$ cat src/hdl/grouped_score_aggregator_top_macros.svh
// ----------------------------------------------------------------------------
// grouped score aggregator assertion macros
// Shared assertion forms, clocked on clk and disabled while rst_n is low.
// ----------------------------------------------------------------------------
`ifndef GROUPED_SCORE_AGGREGATOR_TOP_MACROS_SVH
`define GROUPED_SCORE_AGGREGATOR_TOP_MACROS_SVH

// condition holds in the same cycle
`define GSA_ASSERT_SAME(label, cond, prop, msg) \
    label: assert property (@(posedge clk) disable iff (!rst_n) (cond) |-> (prop)) \
        else $error(msg);

// condition holds in the following cycle
`define GSA_ASSERT_NEXT(label, cond, prop, msg) \
    label: assert property (@(posedge clk) disable iff (!rst_n) (cond) |=> (prop)) \
        else $error(msg);

`endif

$ cat src/hdl/gsa_pkg.sv
// ----------------------------------------------------------------------------
// gsa_pkg
// Widths, codes and shared types of the grouped score aggregator.
// ----------------------------------------------------------------------------
package gsa_pkg;

    localparam int COUNT_WIDTH   = 16;
    localparam int FRACTION_BITS = 16;
    localparam int SCORE_W       = 32;
    localparam int SUM_W         = 48;
    localparam int SHOWN_COUNT_W = 16;
    localparam int MODE_W        = 3;
    localparam int QUEUE_DEPTH   = 4;
    localparam int QPTR_W        = $clog2(QUEUE_DEPTH);
    localparam int DIV_CNT_W     = $clog2(SUM_W);

    localparam logic signed [SUM_W-1:0] SUM_MAX = {1'b0, {(SUM_W-1){1'b1}}};
    localparam logic signed [SUM_W-1:0] SUM_MIN = {1'b1, {(SUM_W-1){1'b0}}};
    localparam logic [COUNT_WIDTH-1:0]  COUNT_MAX = {COUNT_WIDTH{1'b1}};
    localparam logic [SHOWN_COUNT_W-1:0] SHOWN_CAP =
        (COUNT_WIDTH >= SHOWN_COUNT_W) ? {SHOWN_COUNT_W{1'b1}}
                                       : SHOWN_COUNT_W'((64'd1 << COUNT_WIDTH) - 64'd1);

    localparam logic signed [SCORE_W-1:0] SCORE_MAX = {1'b0, {(SCORE_W-1){1'b1}}};
    localparam logic signed [SCORE_W-1:0] SCORE_MIN = {1'b1, {(SCORE_W-1){1'b0}}};

    typedef logic [MODE_W-1:0] mode_t;

    // aggregation modes
    localparam mode_t MODE_PARENT = 3'd0;
    localparam mode_t MODE_MIN    = 3'd1;
    localparam mode_t MODE_MAX    = 3'd2;
    localparam mode_t MODE_COUNT  = 3'd3;
    localparam mode_t MODE_AVG    = 3'd4;
    localparam mode_t MODE_SUM    = 3'd5;

    typedef logic [1:0] op_t;

    // item classes
    localparam op_t OP_SKIP     = 2'd0;
    localparam op_t OP_ACC      = 2'd1;
    localparam op_t OP_ACC_LAST = 2'd2;
    localparam op_t OP_LAST     = 2'd3;

    typedef struct packed {
        op_t                       op;
        logic signed [SCORE_W-1:0] parent;
        logic signed [SCORE_W-1:0] child;
    } q_entry_t;

    typedef struct packed {
        logic                   start;
        logic                   negate;
        logic [SUM_W-1:0]       dividend;
        logic [COUNT_WIDTH-1:0] divisor;
    } div_req_t;

    typedef struct packed {
        logic                    done;
        logic signed [SUM_W-1:0] quotient;
    } div_rsp_t;

endpackage

$ cat src/hdl/gsa_ifs.sv
// ----------------------------------------------------------------------------
// gsa channel interfaces
// Valid/ready channels for input items, result items and the mode register.
// ----------------------------------------------------------------------------
interface gsa_item_if;
    import gsa_pkg::*;

    logic                      valid;
    logic                      ready;
    logic signed [SCORE_W-1:0] parent_score;
    logic signed [SCORE_W-1:0] child_score;
    logic                      has_child;
    logic                      last;

    modport source (output valid, parent_score, child_score, has_child, last,
                    input ready);
    modport sink   (input valid, parent_score, child_score, has_child, last,
                    output ready);
endinterface

interface gsa_result_if;
    import gsa_pkg::*;

    logic                          valid;
    logic                          ready;
    logic signed [SUM_W-1:0]       aggregate_score;
    logic [SHOWN_COUNT_W-1:0]      child_count;
    logic                          empty_min_max;
    logic                          count_overflow;

    modport source (output valid, aggregate_score, child_count, empty_min_max,
                    count_overflow, input ready);
    modport sink   (input valid, aggregate_score, child_count, empty_min_max,
                    count_overflow, output ready);
endinterface

interface gsa_cfg_if;
    import gsa_pkg::*;

    logic        valid;
    logic        ready;
    mode_t       data;

    modport source (output valid, data, input ready);
    modport sink   (input valid, data, output ready);
endinterface

$ cat src/hdl/gsa_front.sv
// ----------------------------------------------------------------------------
// gsa_front
// Accepts input items, classifies them and queues the ones with work to do.
// ----------------------------------------------------------------------------
module gsa_front
(
    input  logic              clk,
    input  logic              rst_n,
    gsa_item_if.sink          item_in,
    output logic              head_valid,
    output gsa_pkg::q_entry_t head,
    input  logic              pop
);
    import gsa_pkg::*;

    q_entry_t          q_mem [QUEUE_DEPTH];
    logic [QPTR_W-1:0] wr_ptr_reg;
    logic [QPTR_W-1:0] wr_ptr_next;
    logic [QPTR_W-1:0] rd_ptr_reg;
    logic [QPTR_W-1:0] rd_ptr_next;
    logic [QPTR_W:0]   fill_reg;
    logic [QPTR_W:0]   fill_next;
    op_t               op;
    logic              take;
    logic              push;
    logic              do_pop;

    // classify the item
    always_comb
    begin
        if (item_in.has_child)
            op = item_in.last ? OP_ACC_LAST : OP_ACC;
        else
            op = item_in.last ? OP_LAST : OP_SKIP;
    end

    assign item_in.ready = (fill_reg != (QPTR_W+1)'(QUEUE_DEPTH));
    assign take          = item_in.valid && item_in.ready;
    // an item with no child that does not end a group leaves nothing to do
    assign push          = take && (op != OP_SKIP);
    assign head_valid    = (fill_reg != '0);
    assign do_pop        = pop && head_valid;
    assign head          = q_mem[rd_ptr_reg];

    // pointer and fill update
    always_comb
    begin
        wr_ptr_next = push   ? wr_ptr_reg + 1'b1 : wr_ptr_reg;
        rd_ptr_next = do_pop ? rd_ptr_reg + 1'b1 : rd_ptr_reg;
        fill_next   = fill_reg;
        if (push && !do_pop)
            fill_next = fill_reg + 1'b1;
        else if (!push && do_pop)
            fill_next = fill_reg - 1'b1;
    end

    always_ff @(posedge clk or negedge rst_n)
    begin
        if (!rst_n)
        begin
            wr_ptr_reg <= '0;
            rd_ptr_reg <= '0;
            fill_reg   <= '0;
        end
        else
        begin
            wr_ptr_reg <= wr_ptr_next;
            rd_ptr_reg <= rd_ptr_next;
            fill_reg   <= fill_next;
        end
    end

    // queue storage
    always_ff @(posedge clk)
    begin
        if (push)
        begin
            q_mem[wr_ptr_reg].op     <= op;
            q_mem[wr_ptr_reg].parent <= item_in.parent_score;
            q_mem[wr_ptr_reg].child  <= item_in.child_score;
        end
    end

endmodule

$ cat src/hdl/gsa_div.sv
// ----------------------------------------------------------------------------
// gsa_div
// Restoring divider, one quotient bit per cycle, for the group average.
// ----------------------------------------------------------------------------
module gsa_div
(
    input  logic              clk,
    input  logic              rst_n,
    input  gsa_pkg::div_req_t req,
    output gsa_pkg::div_rsp_t rsp
);
    import gsa_pkg::*;

    logic                   busy_reg;
    logic                   done_reg;
    logic                   neg_reg;
    logic [DIV_CNT_W-1:0]   cnt_reg;
    logic [SUM_W-1:0]       num_reg;
    logic [COUNT_WIDTH-1:0] den_reg;
    logic [COUNT_WIDTH-1:0] rem_reg;
    logic [COUNT_WIDTH:0]   shifted;
    logic [COUNT_WIDTH:0]   diff;
    logic                   q_bit;

    // one restoring step
    always_comb
    begin
        shifted = {rem_reg, num_reg[SUM_W-1]};
        diff    = shifted - {1'b0, den_reg};
        q_bit   = !diff[COUNT_WIDTH];
    end

    // control
    always_ff @(posedge clk or negedge rst_n)
    begin
        if (!rst_n)
        begin
            busy_reg <= 1'b0;
            done_reg <= 1'b0;
            cnt_reg  <= '0;
        end
        else
        begin
            done_reg <= 1'b0;
            if (req.start)
            begin
                busy_reg <= 1'b1;
                cnt_reg  <= DIV_CNT_W'(SUM_W - 1);
            end
            else if (busy_reg)
            begin
                cnt_reg <= cnt_reg - 1'b1;
                if (cnt_reg == '0)
                begin
                    busy_reg <= 1'b0;
                    done_reg <= 1'b1;
                end
            end
        end
    end

    // datapath, quotient shifts into the dividend register
    always_ff @(posedge clk)
    begin
        if (req.start)
        begin
            num_reg <= req.dividend;
            den_reg <= req.divisor;
            neg_reg <= req.negate;
            rem_reg <= '0;
        end
        else if (busy_reg)
        begin
            num_reg <= {num_reg[SUM_W-2:0], q_bit};
            rem_reg <= q_bit ? diff[COUNT_WIDTH-1:0] : shifted[COUNT_WIDTH-1:0];
        end
    end

    assign rsp.done     = done_reg;
    assign rsp.quotient = neg_reg ? -$signed(num_reg) : $signed(num_reg);

endmodule

$ cat src/hdl/gsa_back.sv
// ----------------------------------------------------------------------------
// gsa_back
// Keeps the running group state, forms the aggregate and holds the result.
// ----------------------------------------------------------------------------
module gsa_back
(
    input  logic              clk,
    input  logic              rst_n,
    input  gsa_pkg::mode_t    mode,
    input  logic              head_valid,
    input  gsa_pkg::q_entry_t head,
    output logic              pop,
    output gsa_pkg::div_req_t div_req,
    input  gsa_pkg::div_rsp_t div_rsp,
    gsa_result_if.source      result_out
);
    import gsa_pkg::*;

    localparam logic [1:0] S_RUN = 2'd0;
    localparam logic [1:0] S_FIN = 2'd1;
    localparam logic [1:0] S_DIV = 2'd2;

    logic [1:0]                state_reg;
    logic [1:0]                state_next;
    logic signed [SCORE_W-1:0] min_reg;
    logic signed [SCORE_W-1:0] max_reg;
    logic signed [SUM_W-1:0]   sum_reg;
    logic [COUNT_WIDTH-1:0]    count_reg;
    logic                      ovf_reg;
    logic signed [SCORE_W-1:0] parent_reg;

    logic                      out_valid_reg;
    logic signed [SUM_W-1:0]   out_agg_reg;
    logic [SHOWN_COUNT_W-1:0]  out_count_reg;
    logic                      out_empty_reg;
    logic                      out_ovf_reg;

    logic                      accumulate;
    logic signed [SUM_W:0]     sum_wide;
    logic signed [SUM_W-1:0]   sum_sat;
    logic                      slot_free;
    logic                      write_result;
    logic                      clear_group;
    logic signed [SUM_W-1:0]   fin_agg;
    logic                      fin_empty;
    logic [63:0]               count_shift;
    logic [31:0]               count_ext;
    logic [SHOWN_COUNT_W-1:0]  shown_count;

    assign slot_free  = !out_valid_reg || result_out.ready;
    assign pop        = (state_reg == S_RUN);
    assign accumulate = pop && head_valid && (head.op == OP_ACC || head.op == OP_ACC_LAST);

    // saturating sum of the next child
    always_comb
    begin
        sum_wide = {sum_reg[SUM_W-1], sum_reg} + (SUM_W+1)'(head.child);
        if (sum_wide[SUM_W] != sum_wide[SUM_W-1])
            sum_sat = sum_wide[SUM_W] ? SUM_MIN : SUM_MAX;
        else
            sum_sat = sum_wide[SUM_W-1:0];
    end

    // aggregate for every mode but a non-empty average
    always_comb
    begin
        fin_agg     = SUM_W'(parent_reg);
        fin_empty   = 1'b0;
        count_shift = 64'(count_reg) << FRACTION_BITS;
        case (mode)
            MODE_MIN, MODE_MAX:
            begin
                if (count_reg == '0)
                begin
                    fin_agg   = '0;
                    fin_empty = 1'b1;
                end
                else
                    fin_agg = (mode == MODE_MIN) ? SUM_W'(min_reg) : SUM_W'(max_reg);
            end
            MODE_COUNT:
            begin
                if (count_shift > 64'(SUM_MAX))
                    fin_agg = SUM_MAX;
                else
                    fin_agg = count_shift[SUM_W-1:0];
            end
            MODE_AVG:
                fin_agg = '0;
            MODE_SUM:
                fin_agg = sum_reg;
            default:
                fin_agg = SUM_W'(parent_reg);
        endcase
    end

    // shown count is capped at the output width
    always_comb
    begin
        count_ext   = 32'(count_reg);
        shown_count = (count_ext > 32'(SHOWN_CAP)) ? SHOWN_CAP
                                                   : count_ext[SHOWN_COUNT_W-1:0];
    end

    // divider request
    always_comb
    begin
        div_req.start    = (state_reg == S_FIN) && slot_free && (mode == MODE_AVG)
                           && (count_reg != '0);
        div_req.negate   = sum_reg[SUM_W-1];
        div_req.dividend = sum_reg[SUM_W-1] ? 48'(-sum_reg) : 48'(sum_reg);
        div_req.divisor  = count_reg;
    end

    assign write_result = ((state_reg == S_FIN) && slot_free && !div_req.start)
                          || ((state_reg == S_DIV) && div_rsp.done);
    assign clear_group  = write_result;

    // sequencer
    always_comb
    begin
        state_next = state_reg;
        case (state_reg)
            S_RUN:
                if (head_valid && (head.op == OP_ACC_LAST || head.op == OP_LAST))
                    state_next = S_FIN;
            S_FIN:
                if (div_req.start)
                    state_next = S_DIV;
                else if (write_result)
                    state_next = S_RUN;
            S_DIV:
                if (div_rsp.done)
                    state_next = S_RUN;
            default:
                state_next = S_RUN;
        endcase
    end

    // group state
    always_ff @(posedge clk or negedge rst_n)
    begin
        if (!rst_n)
        begin
            state_reg <= S_RUN;
            min_reg   <= SCORE_MAX;
            max_reg   <= SCORE_MIN;
            sum_reg   <= '0;
            count_reg <= '0;
            ovf_reg   <= 1'b0;
        end
        else
        begin
            state_reg <= state_next;
            if (clear_group)
            begin
                min_reg   <= SCORE_MAX;
                max_reg   <= SCORE_MIN;
                sum_reg   <= '0;
                count_reg <= '0;
                ovf_reg   <= 1'b0;
            end
            else if (accumulate)
            begin
                if (head.child < min_reg)
                    min_reg <= head.child;
                if (head.child > max_reg)
                    max_reg <= head.child;
                sum_reg <= sum_sat;
                if (count_reg == COUNT_MAX)
                    ovf_reg <= 1'b1;
                else
                    count_reg <= count_reg + 1'b1;
            end
        end
    end

    // parent score of the closing item
    always_ff @(posedge clk)
    begin
        if (pop && head_valid && (head.op == OP_ACC_LAST || head.op == OP_LAST))
            parent_reg <= head.parent;
    end

    // output register
    always_ff @(posedge clk or negedge rst_n)
    begin
        if (!rst_n)
            out_valid_reg <= 1'b0;
        else if (write_result)
            out_valid_reg <= 1'b1;
        else if (result_out.ready)
            out_valid_reg <= 1'b0;
    end

    always_ff @(posedge clk)
    begin
        if (write_result)
        begin
            out_agg_reg   <= (state_reg == S_DIV) ? div_rsp.quotient : fin_agg;
            out_count_reg <= shown_count;
            out_empty_reg <= (state_reg == S_DIV) ? 1'b0 : fin_empty;
            out_ovf_reg   <= ovf_reg;
        end
    end

    assign result_out.valid           = out_valid_reg;
    assign result_out.aggregate_score = out_agg_reg;
    assign result_out.child_count     = out_count_reg;
    assign result_out.empty_min_max   = out_empty_reg;
    assign result_out.count_overflow  = out_ovf_reg;

endmodule

$ cat src/hdl/grouped_score_aggregator_top.sv
// ----------------------------------------------------------------------------
// grouped_score_aggregator_top
// Streams child scores of a group and gives one aggregate per group.
// ----------------------------------------------------------------------------
// Items are taken at one per cycle while the four-entry queue has room; an
// item with a child accumulates as it leaves the queue, and an item with
// neither a child nor the last bit is dropped at the input. The item that ends
// a group passes through the back end states S_RUN (accumulate) and S_FIN (form
// the result), and in average mode with a non-empty group the bit-serial
// divider then runs, one quotient bit per cycle. A finished result waits in an
// output register while the next group keeps accumulating. The mode register is
// written through the cfg channel, which is always ready; it resets to
// parent score mode, and modes 6 and 7 also give the parent score.
`include "grouped_score_aggregator_top_macros.svh"

module grouped_score_aggregator_top
(
    input  logic         clk,
    input  logic         rst_n,
    gsa_item_if.sink     item_in,
    gsa_result_if.source result_out,
    gsa_cfg_if.sink      cfg
);
    import gsa_pkg::*;

    mode_t    mode_reg;
    logic     head_valid;
    q_entry_t head;
    logic     pop;
    div_req_t div_req;
    div_rsp_t div_rsp;

    // mode register
    assign cfg.ready = 1'b1;

    always_ff @(posedge clk or negedge rst_n)
    begin
        if (!rst_n)
            mode_reg <= MODE_PARENT;
        else if (cfg.valid && cfg.ready)
            mode_reg <= cfg.data;
    end

    gsa_front u_front
    (
        .clk        (clk),
        .rst_n      (rst_n),
        .item_in    (item_in),
        .head_valid (head_valid),
        .head       (head),
        .pop        (pop)
    );

    gsa_back u_back
    (
        .clk        (clk),
        .rst_n      (rst_n),
        .mode       (mode_reg),
        .head_valid (head_valid),
        .head       (head),
        .pop        (pop),
        .div_req    (div_req),
        .div_rsp    (div_rsp),
        .result_out (result_out)
    );

    gsa_div u_div
    (
        .clk   (clk),
        .rst_n (rst_n),
        .req   (div_req),
        .rsp   (div_rsp)
    );

    // an empty min or max result carries a zero score and a zero count
    `GSA_ASSERT_SAME(a_empty_is_zero, result_out.valid && result_out.empty_min_max, result_out.child_count == '0 && result_out.aggregate_score == '0, "empty group result not zero")

    // a saturated count shows as the cap
    `GSA_ASSERT_SAME(a_ovf_cap, result_out.valid && result_out.count_overflow, result_out.child_count == SHOWN_CAP, "overflow without capped count")

    // the divider starts only when the output slot will be free
    `GSA_ASSERT_SAME(a_div_slot, div_req.start, !result_out.valid || result_out.ready, "division started over a pending result")

    // a division never starts in the cycle after another start
    `GSA_ASSERT_NEXT(a_div_single, div_req.start, !div_req.start && !div_rsp.done, "divider restarted while busy")

endmodule

$ cat src/flat_wrapper.sv
// flat-port wrapper written by rule: the top's interface ports become plain ports
module grouped_score_aggregator_top_flat import gsa_pkg::*;
  (clk, rst_n, item_in_valid, item_in_parent_score, item_in_child_score, item_in_has_child, item_in_last, item_in_ready, result_out_valid, result_out_aggregate_score, result_out_child_count, result_out_empty_min_max, result_out_count_overflow, result_out_ready, cfg_valid, cfg_data, cfg_ready);
  gsa_item_if item_in_i ();
  gsa_result_if result_out_i ();
  gsa_cfg_if cfg_i ();
  input  logic clk;
  input  logic rst_n;
  input wire logic [$bits(item_in_i.valid)-1:0] item_in_valid;
  input wire logic [$bits(item_in_i.parent_score)-1:0] item_in_parent_score;
  input wire logic [$bits(item_in_i.child_score)-1:0] item_in_child_score;
  input wire logic [$bits(item_in_i.has_child)-1:0] item_in_has_child;
  input wire logic [$bits(item_in_i.last)-1:0] item_in_last;
  output wire logic [$bits(item_in_i.ready)-1:0] item_in_ready;
  output wire logic [$bits(result_out_i.valid)-1:0] result_out_valid;
  output wire logic [$bits(result_out_i.aggregate_score)-1:0] result_out_aggregate_score;
  output wire logic [$bits(result_out_i.child_count)-1:0] result_out_child_count;
  output wire logic [$bits(result_out_i.empty_min_max)-1:0] result_out_empty_min_max;
  output wire logic [$bits(result_out_i.count_overflow)-1:0] result_out_count_overflow;
  input wire logic [$bits(result_out_i.ready)-1:0] result_out_ready;
  input wire logic [$bits(cfg_i.valid)-1:0] cfg_valid;
  input wire logic [$bits(cfg_i.data)-1:0] cfg_data;
  output wire logic [$bits(cfg_i.ready)-1:0] cfg_ready;
  assign item_in_i.valid = item_in_valid;
  assign item_in_i.parent_score = item_in_parent_score;
  assign item_in_i.child_score = item_in_child_score;
  assign item_in_i.has_child = item_in_has_child;
  assign item_in_i.last = item_in_last;
  assign item_in_ready = item_in_i.ready;
  assign result_out_valid = result_out_i.valid;
  assign result_out_aggregate_score = result_out_i.aggregate_score;
  assign result_out_child_count = result_out_i.child_count;
  assign result_out_empty_min_max = result_out_i.empty_min_max;
  assign result_out_count_overflow = result_out_i.count_overflow;
  assign result_out_i.ready = result_out_ready;
  assign cfg_i.valid = cfg_valid;
  assign cfg_i.data = cfg_data;
  assign cfg_ready = cfg_i.ready;
  grouped_score_aggregator_top u_core (.clk(clk), .rst_n(rst_n), .item_in(item_in_i), .result_out(result_out_i), .cfg(cfg_i));
endmodule
$ cat config.mk
export PLATFORM = sky130hd
export DESIGN_NAME = grouped_score_aggregator_top_flat
export DESIGN_NICKNAME = d
export VERILOG_FILES = /design/src/hdl/gsa_pkg.sv /design/src/hdl/gsa_ifs.sv /design/src/hdl/gsa_front.sv /design/src/hdl/gsa_div.sv /design/src/hdl/gsa_back.sv /design/src/hdl/grouped_score_aggregator_top.sv /design/src/flat_wrapper.sv
export VERILOG_INCLUDE_DIRS = /design/src /design/src/hdl
export SDC_FILE = /design/constraint.sdc
export NUM_CORES = 1
export LEC_CHECK = 0
export ABC_CLOCK_PERIOD_IN_PS = 4400
export BUFFER_PORTS_ARGS = -buffer_cell sky130_fd_sc_hd__buf_4
export CORE_MARGIN = 5
export CORE_UTILIZATION = 35
export DETAILED_ROUTE_END_ITERATION = 8
export MAX_ROUTING_LAYER = met4
export REMOVE_ABC_BUFFERS = 1
export SETUP_SLACK_MARGIN = 0.5
export SLEW_MARGIN = 20
export SYNTH_ARGS = -nofsm -noshare
export SYNTH_HDL_FRONTEND = slang
export SYNTH_SLANG_ARGS = --single-unit
$ cat constraint.sdc
create_clock -name clk -period 4.4 [get_ports clk]
set_clock_uncertainty 0.2 [all_clocks]
set_input_delay 0.66 -clock clk [delete_from_list [all_inputs] [get_ports clk]]
set_output_delay 0.66 -clock clk [all_outputs]
set_load 0.03 [all_outputs]
==> impl_metrics.toml, run 1 <==
[run_status]
status = "complete, no violations"

[logic_synthesis]
ys_seq_elements = 593
yosysSeqAreaShare = 0.551
synth_edf_count = 427
syn_avg_cell_area_um2 = 11.7
async_reset_ff_frac = 0.253
synth_common_cells = "427 x edfxtp_1, 223 x nand2_1, 198 x o21ai_0"
synth.most_common_cell = "edfxtp_1"
yosys-top-cells-area = "edfxtp_1 42%, dfrtp_1 9.6%, ha_1 5.7%, mux4_2 4.8%, o21ai_0 3.2%"
ys.flop_type = "edfxtp_1"
yosysWarnings = 0
yosys.area.top_type = "edfxtp_1"
syn_area_mm2 = 0.0308
postSynthCellCount = 2628
ys_types = 79
synth_top_cell_area_share = 0.417

[global_routing]
grt_max_degree = 81
top_usage_layer = "met2"
grt_pass1_wl_um = 138000
antenna_found_initial = 1
grt_util_met2 = 0.315
grt_overflow = 0
grt_util_all_layers = 0.196
grt_pass1_vias = 22800
grt_util_met3 = 0.0349
use_met1 = 0.248

[clock_network]
htreeDepth = 3
clkLatencyLatePin_ns = 0.63
clk_pin_slew_worst_paths_ns = 0.06
cts_buffers = 67
cts_tree = "done"
cts.path.max_buffers = 3
clock_tree.root_cell = "clkbuf_16"
cts_sinks = 593

[place]
pre_cts_slack_ns = -0.158
hpwl_um = 62100
placed_cell_area_mm2 = 0.0346
placed_cells = 3987
port_buffers = 141
gp_congestion = 0.929

[floorplan]
pin_count = 143
die_x_um = 306
initial_core_util = 0.353
die_y_um = 306
rows = 108
coreArea_mm2 = 0.0870
die_area_mm2 = 0.0939

[sta]
min_period_ns = 4.35
hold_violations = 0
rsz0062_at_grt = "yes"
period_share = 0.989
slew_violations = 0
max-slew-margin-rel = 0.239
worst_slew_pin_slew_ns = 1.14
fin_ws_ns = 0.0469
fmax_mhz = 230
finalSetupViolCount = 0

[setup_path]
worstPathArrival_ns = 4.71
cp_top_family = "compound AO/OA/AOI/OAI gates"
crit_fanout = 7
criticalPathCategory = "reg -> reg"
slowest_delay_ns = 0.54
setup.worst_path.end_class = "flip-flop"
crit_chain = "buf_4, mux4_2, buf_6, ha_1, a211oi_2, o211a_1, o31ai_4, nand2_2, o221a_4, o2111a_2, or2_4, a21oi_4, buf_6, buf_12, buf_12, buf_16, nor3_4, o21ai_2"
cpMaxStageDelayCell = "mux4_2"
critPathBufInv = 6
cp.required_ns = 4.76
startpoint_type = "flip-flop"

[final_layout]
top_register = "u_core.u_front.q_mem"
largest_reg_flops = 264
layoutNonFillerInstCount = 4213
syn_to_final_growth_pct = 29.5
nNetsFinal = 3223
drive_gt1_frac = 0.297
design_area_mm2 = 0.0398

[drt]
wire_per_inst_um = 22.4
viasPerCell = 5.53
firstDrtPassIters = 5
drc = 0
wirelength_um = 94400
ant_nets = 0
drt_iter0_drc = 2060
vias = 23300

[run]
cap_violations = 0

[hold_path]
hold_path.class = "in -> reg"
-- kinds of logic (layout without fill, tap and decap cells) --
group,count (synthesis),in the layout,synth area share
AO/OA/AOI/OAI,748,748,0.157
XOR/XNOR,167,167,0.0475
adder cells (fa/ha/maj),144,144,0.0593
buffers and inverters,267,696,0.0329
flip-flops,593,593,0.551
multiplexers,86,86,0.0550
other,1,2,0.000122
AND/OR/NAND/NOR,622,622,0.0971
-- worst paths after layout --
| path | slack, ns | startpoint | cells after the start | end |
|---|---|---|---|---|
| max | 0.05 | u_core.u_front.rd_ptr_reg[0] | 18 | u_core.u_back.sum_reg[4] |
| min | 0.03 | item_in_parent_score[29] | 1 | u_core.u_front.q_mem[2][61] |
| max reg2reg | 0.05 | u_core.u_front.rd_ptr_reg[0] | 18 | u_core.u_back.sum_reg[4] |
| min reg2reg | 0.29 | u_core.u_front.fill_reg[2] | 1 | u_core.u_front.fill_reg[2] |
| max in group asynchronous | 2.50 | rst_n | 3 | u_core.u_back.min_reg[0] |
| min in group asynchronous | 0.55 | rst_n | 2 | u_core.u_back.result_out.valid |
-- per-layer routing --
layer | part of all wire | vias up | wire length (um)
li1 | - | 10700 | -
met1 | 0.41 | 11600 | 39100
met2 | 0.48 | 756 | 45200
met3 | 0.060 | 216 | 5680
met4 | 0.047 | 0 | 4460
met5 | 0 | - | 0
-- cells in the final DEF, fill, tap and decap left out, types with 34 or more instances in the layout --
cell	count
dfrtp_1	116
o31ai_1	34
clkbuf_16	75
xor2_1	97
o21ai_0	147
ha_1	108
o21a_1	46
o211ai_1	56
nand2_1	219
o21ai_2	43
edfxtp_1	427
a21o_1	69
a21oi_1	154
xnor2_1	68
nor2_1	111
mux4_2	66
inv_1	121
buf_4	364
-- cell type report --
cell class / instances / area, um^2
clock inverters: 38 / 348
clock buffers: 83 / 1780
inverters: 123 / 464
repair buffers: 452 / 4360
diodes: 1 / 2.50
well taps: 1155 / 1450
flip-flops and latches: 593 / 16900
multi-input cells: 1768 / 14500
fillers: 7809 / 47200
-- per-stage QoR --
| stage | TNS (ns) | util | hold slack [ns] |
|---|---|---|---|
| 2_1_floorplan | -1466.91 | - | 0.164 |
| 3_3_place_gp | -3.79 | 0.397 | 0.281 |
| 3_5_place_dp | -7.29 | 0.397 | 0.289 |
| 4_1_cts | 0 | 0.446 | 0.00726 |
| 5_1_grt | -1.48 | 0.458 | 0.0113 |
| 6_report | 0 | 0.458 | 0.0347 |
-- timing repair --
action,CTS,global route
gates resized for setup,261,139
gates cloned,18,9
setup buffers,60,16
pin swaps,81,52
hold buffers,1,0
endpoints found under the hold margin,31,0
setup endpoints to repair,118,128
Power of run 1 is left out: the tool's default activity adds up to more than one toggle a clock period on the data nets, which glitch-free logic cannot reach.
==> run 2: changes to the inputs <==
--- a/config.mk
+++ b/config.mk
@@ -9,7 +9,7 @@
 export ABC_CLOCK_PERIOD_IN_PS = 4400
 export BUFFER_PORTS_ARGS = -buffer_cell sky130_fd_sc_hd__buf_4
 export CORE_MARGIN = 5
-export CORE_UTILIZATION = 35
+export CORE_UTILIZATION = 40
 export DETAILED_ROUTE_END_ITERATION = 8
 export MAX_ROUTING_LAYER = met4
 export REMOVE_ABC_BUFFERS = 1
==> impl_metrics.toml, run 2 (same netlist as run 1, synthesis figures left out) <==
[run_status]
status = "complete, no violations"

[pwr]
p_leak_nw = 14.9
ir_drop_v = 0.000625
powerDensity_mw_per_mm2 = 922

[final_layout]
final_util = 0.494
final_cell_mix = "427 x edfxtp_1, 355 x buf_4, 220 x nand2_1"
largest_reg_flops = 264
final_common_cell = "edfxtp_1"
top_register = "u_core.u_front.q_mem"
drive_gt1_frac = 0.232
nNetsFinal = 3163
syn_to_final_growth_pct = 22.2

[sta]
hold_violations = 0
fin_setup_tns_ns = 0
rsz0062_at_grt = "yes"
max-slew-margin-rel = 0.290
finalSetupViolCount = 0
slew_violations = 0
worst_slew_pin_slew_ns = 1.06
period_share = 0.981
min_period_ns = 4.32
fmax_mhz = 232

[floorplan]
die_x_um = 287
rows = 101
coreArea_mm2 = 0.0761
initial_core_util = 0.404
pin_count = 143
die_y_um = 287
die_area_mm2 = 0.0825

[drt]
ant_nets = 0
wire_per_inst_um = 21.9
wirelength_um = 88400
firstDrtPassIters = 6
drc = 0
vias = 22700
drt_iter0_drc = 1746
viasPerCell = 5.64

[setup_path]
setup.worst_path.end_class = "flip-flop"
criticalPathCategory = "reg -> reg"
r2r_end = "u_core.u_back.sum_reg[6]"
reg2reg_slack_ns = 0.08
rr_worst_depth = 16
cp.required_ns = 4.68
crit_path_end = "u_core.u_back.sum_reg[6]"
rr_startpoint = "u_core.u_front.rd_ptr_reg[0]"
crit_path_frequent_cell = "buf_12"
critPathLaunch = "u_core.u_front.rd_ptr_reg[0]"
slowest_delay_ns = 0.53
crit_chain = "buf_12, buf_12, buf_4, mux4_2, ha_4, nand4_1, o221a_2, and2_1, o221a_4, o2111a_1, or2_2, a21oi_4, a211o_1, buf_4, buf_12, o21ai_0"
worstPathArrival_ns = 4.60
cpMaxStageDelayCell = "dfrtp_4"
crit_fanout = 20
startpoint_type = "flip-flop"

[clock_network]
cts_sinks = 593
cts.path.max_buffers = 3
cts_buffers = 66
cts_tree = "done"
clock_tree.root_cell = "clkbuf_16"
htreeDepth = 3
clk_pin_slew_worst_paths_ns = 0.06
clkLatencyLatePin_ns = 0.61

[run]
cap_violations = 0

[hold_path]
hold_path.class = "in -> reg"

[global_routing]
grt_overflow = 0
grt_max_degree = 121
grt_util_all_layers = 0.216
antenna_found_initial = 1
grt_pass1_vias = 22800
grt_pass1_wl_um = 135000

[place]
port_buffers = 141
gp_congestion = 0.948
hpwl_um = 62800
[run 2: layout make-up]
cell class	count	area, um^2
clock buffers	86	1830
inverters	123	464
repair buffers	393	3370
well taps	1030	1290
diodes	2	5.00
multi-input cells	1768	13300
fillers	6789	38500
clock inverters	34	353
flip-flops and latches	593	16900
[run 2: worst min path at each step]
stage | startpoint | end | slack [ns] | depth (start not counted)
6_report | item_in_parent_score[4] | u_core.u_front.q_mem[0][36] | 0.05 | 1
2_1_floorplan | rst_n | u_core.mode_reg[0] | 0.16 | 0
4_1_cts | item_in_parent_score[4] | u_core.u_front.q_mem[0][36] | 0.02 | 1
5_1_grt | item_in_parent_score[4] | u_core.u_front.q_mem[0][36] | 0.03 | 1
3_3_place_gp | u_core.u_back.ovf_reg | u_core.u_back.result_out.count_overflow | 0.26 | 0
3_5_place_dp | u_core.u_back.ovf_reg | u_core.u_back.result_out.count_overflow | 0.26 | 0
[run 2: through the flow]
step           std cells  cell area [um^2]  hold slack, ns  power [mW]  worst slack (ns)
6_report            4029             37600          0.0512        34.6            0.0825
5_1_grt             4028             37600          0.0335        37.0           -0.0594
4_1_cts             4015             37100          0.0180        33.9          -0.00576
3_5_place_dp        3878             34600           0.259        27.5            -0.392
3_3_place_gp        3878             34600           0.256        27.2            -0.292
2_1_floorplan       2484             30200           0.164        20.3             -9.76
[run 2: critical path: cells and delay by family, from the launching register on]
family          cells  cell delay [ns]
fa+ha+maj           1             0.31
simple gates        3             0.64
mux                 1             0.48
flops               1             0.53
compound gates      6             1.27
buf+inv             5             0.73
[run 2: routing by layer]
metal,GRT usage,wire [um]
met1,0.269,36500
met2,0.360,43900
met3,0.0282,4200
met4,0.0903,3910
met5,-,0
[run 2: what timing repair did]
item                                   in CTS  in global routing
hold buffers                                1                  0
pin swaps                                  26                 33
endpoints found under the hold margin      53                  0
setup endpoints to repair                 121                129
gates cloned                                2                  2
buffers inserted                           14                 10
gates resized for setup                    41                 93
[run 2: where the power goes]
part / internal, mW / switching (mW) / leakage [nW] / total (mW)
Sequential: 8.25 / 1.24 / 6.00 / 9.49
Combinational: 8.59 / 11.0 / 7.84 / 19.6
Clock: 3.26 / 2.29 / 1.06 / 5.55
(Power assumes the default switching activity.)
==> run 3: changes to the inputs <==
--- a/config.mk
+++ b/config.mk
@@ -6,12 +6,12 @@
 export SDC_FILE = /design/constraint.sdc
 export NUM_CORES = 1
 export LEC_CHECK = 0
-export ABC_CLOCK_PERIOD_IN_PS = 4400
 export BUFFER_PORTS_ARGS = -buffer_cell sky130_fd_sc_hd__buf_4
 export CORE_MARGIN = 5
 export CORE_UTILIZATION = 40
 export DETAILED_ROUTE_END_ITERATION = 8
 export MAX_ROUTING_LAYER = met4
+export PLACE_DENSITY_LB_ADDON = 0.08
 export REMOVE_ABC_BUFFERS = 1
 export SETUP_SLACK_MARGIN = 0.5
 export SLEW_MARGIN = 20
==> impl_metrics.toml, run 3 (same netlist as run 1, synthesis figures left out) <==
[run_status]
status = "finished with violations"
violations = "setup timing"

[drt]
drt_iter0_drc = 1777
ant_nets = 0
viasPerCell = 5.66
firstDrtPassIters = 5
vias = 23200
wirelength_um = 95100
wire_per_inst_um = 23.2
drc = 0

[floorplan]
initial_core_util = 0.404
pin_count = 143
coreArea_mm2 = 0.0761
rows = 101
die_area_mm2 = 0.0825
die_x_um = 287
die_y_um = 287

[setup_path]
cpMaxStageDelayCell = "mux4_2"
slowest_delay_ns = 0.58
crit_chain = "mux4_2, ha_4, fa_2, a211oi_2, o21ai_2, o2111a_2, o21bai_4, a2111oi_4, or2_4, buf_6, a311oi_2, buf_4, nor3_4, buf_12, buf_12, buf_16, nor3_1, o21ai_1"
crit_path_frequent_cell = "buf_12"
crit_fanout = 8
startpoint_type = "flip-flop"
cp_top_family = "compound AO/OA/AOI/OAI gates"
criticalPathCategory = "reg -> reg"
setup.worst_path.end_class = "flip-flop"
worstPathArrival_ns = 4.75
cp.required_ns = 4.71
critPathBufInv = 5

[final_layout]
nNetsFinal = 3228
design_area_mm2 = 0.0396
antennaDiodeCount = 0
top_register = "u_core.u_front.q_mem"
drive_gt1_frac = 0.286
syn_to_final_growth_pct = 28.8
final_cell_mix = "427 x edfxtp_1, 372 x buf_4, 218 x nand2_1"
layoutNonFillerInstCount = 4099
largest_reg_flops = 264
final_common_cell = "edfxtp_1"

[place]
hpwl_um = 65100
placed_cells = 3869
placed_cell_area_mm2 = 0.0345
port_buffers = 141
gp_congestion = 0.909

[global_routing]
grt_util_met3 = 0.0267
grt_util_all_layers = 0.232
grt_max_degree = 74
grt_overflow = 0
use_met1 = 0.301
grt_pass1_wl_um = 144000
top_usage_layer = "met2"
grt_pass1_vias = 23500
antenna_found_initial = 0
grt_util_met2 = 0.386

[clock_network]
cts_buffers = 71
cts_sinks = 593
cts.path.max_buffers = 3
htreeDepth = 3
clkLatencyLatePin_ns = 0.63
clock_tree.root_cell = "clkbuf_16"
clk_pin_slew_worst_paths_ns = 0.06
cts_tree = "done"

[run]
cap_violations = 0

[sta]
slew_violations = 0
rsz0062_at_grt = "yes"
period_share = 1.01
worst_slew_pin_slew_ns = 1.12
fin_ws_ns = -0.0423
finalSetupViolCount = 6
fmax_mhz = 225
hold_violations = 0
max-slew-margin-rel = 0.252
min_period_ns = 4.44

[hold_path]
hold_path.class = "in -> reg"
run 3: changes by cell type in the layout (fill, tap and decap cells not counted), sizes merged:
cell,change
clkbuf,+7
buf,+49
inv,-2
mux4,+1
diode,-2
bufinv,+5
bufbuf,+1
dlygate4sd3,+6
clkinvlp,-1
clkinv,+6
run 3: final cells by class:
class	instances	area, um^2
clock buffer	90	1900
clock inverter	42	584
fill	6707	36400
inverter	123	464
multi-input combinational	1769	14200
sequential	593	16900
tap	1030	1290
timing repair buffer	452	4230
run 3: path summary, 6_finish.rpt:
kind                                               from                                       to  slack [ns]  cells after the start
max                        u_core.u_front.rd_ptr_reg[0]                u_core.u_back.sum_reg[26]       -0.04                     18
min                             item_in_child_score[13]              u_core.u_front.q_mem[1][13]        0.03                      1
max reg2reg                u_core.u_front.rd_ptr_reg[0]                u_core.u_back.sum_reg[26]       -0.04                     18
min reg2reg                       u_core.u_back.ovf_reg  u_core.u_back.result_out.count_overflow        0.26                      0
max in group asynchronous                         rst_n                 u_core.u_back.min_reg[8]        2.51                      3
min in group asynchronous                         rst_n           u_core.u_back.result_out.valid        0.42                      2
run 3: timing repair:
action,CTS,global route
resized for setup,167,149
endpoints found under the hold margin,59,0
buffers inserted,45,26
pin swaps,35,51
setup endpoints to repair,120,135
hold buffers,7,0
cloned,15,5
run 3: metal layers:
layer | part of all wire | wire length (um)
met5 | 0 | 0
met4 | 0.033 | 3170
met3 | 0.041 | 3890
met2 | 0.49 | 47000
met1 | 0.43 | 41000
run 3: through the flow:
| step | hold WS [ns] | setup slack (ns) | TNS [ns] | util |
|---|---|---|---|---|
| 2_1_floorplan | 0.164 | -9.76 | -1466.91 | - |
| 3_3_place_gp | 0.248 | -0.126 | -2.14 | 0.453 |
| 3_5_place_dp | 0.250 | -0.177 | -6.47 | 0.453 |
| 4_1_cts | 0.0000359 | 0.0304 | 0 | 0.507 |
| 5_1_grt | 0.00550 | -0.115 | -3.14 | 0.521 |
| 6_report | 0.0308 | -0.0423 | -0.122 | 0.521 |
Power of run 3 is left out for the same reason.
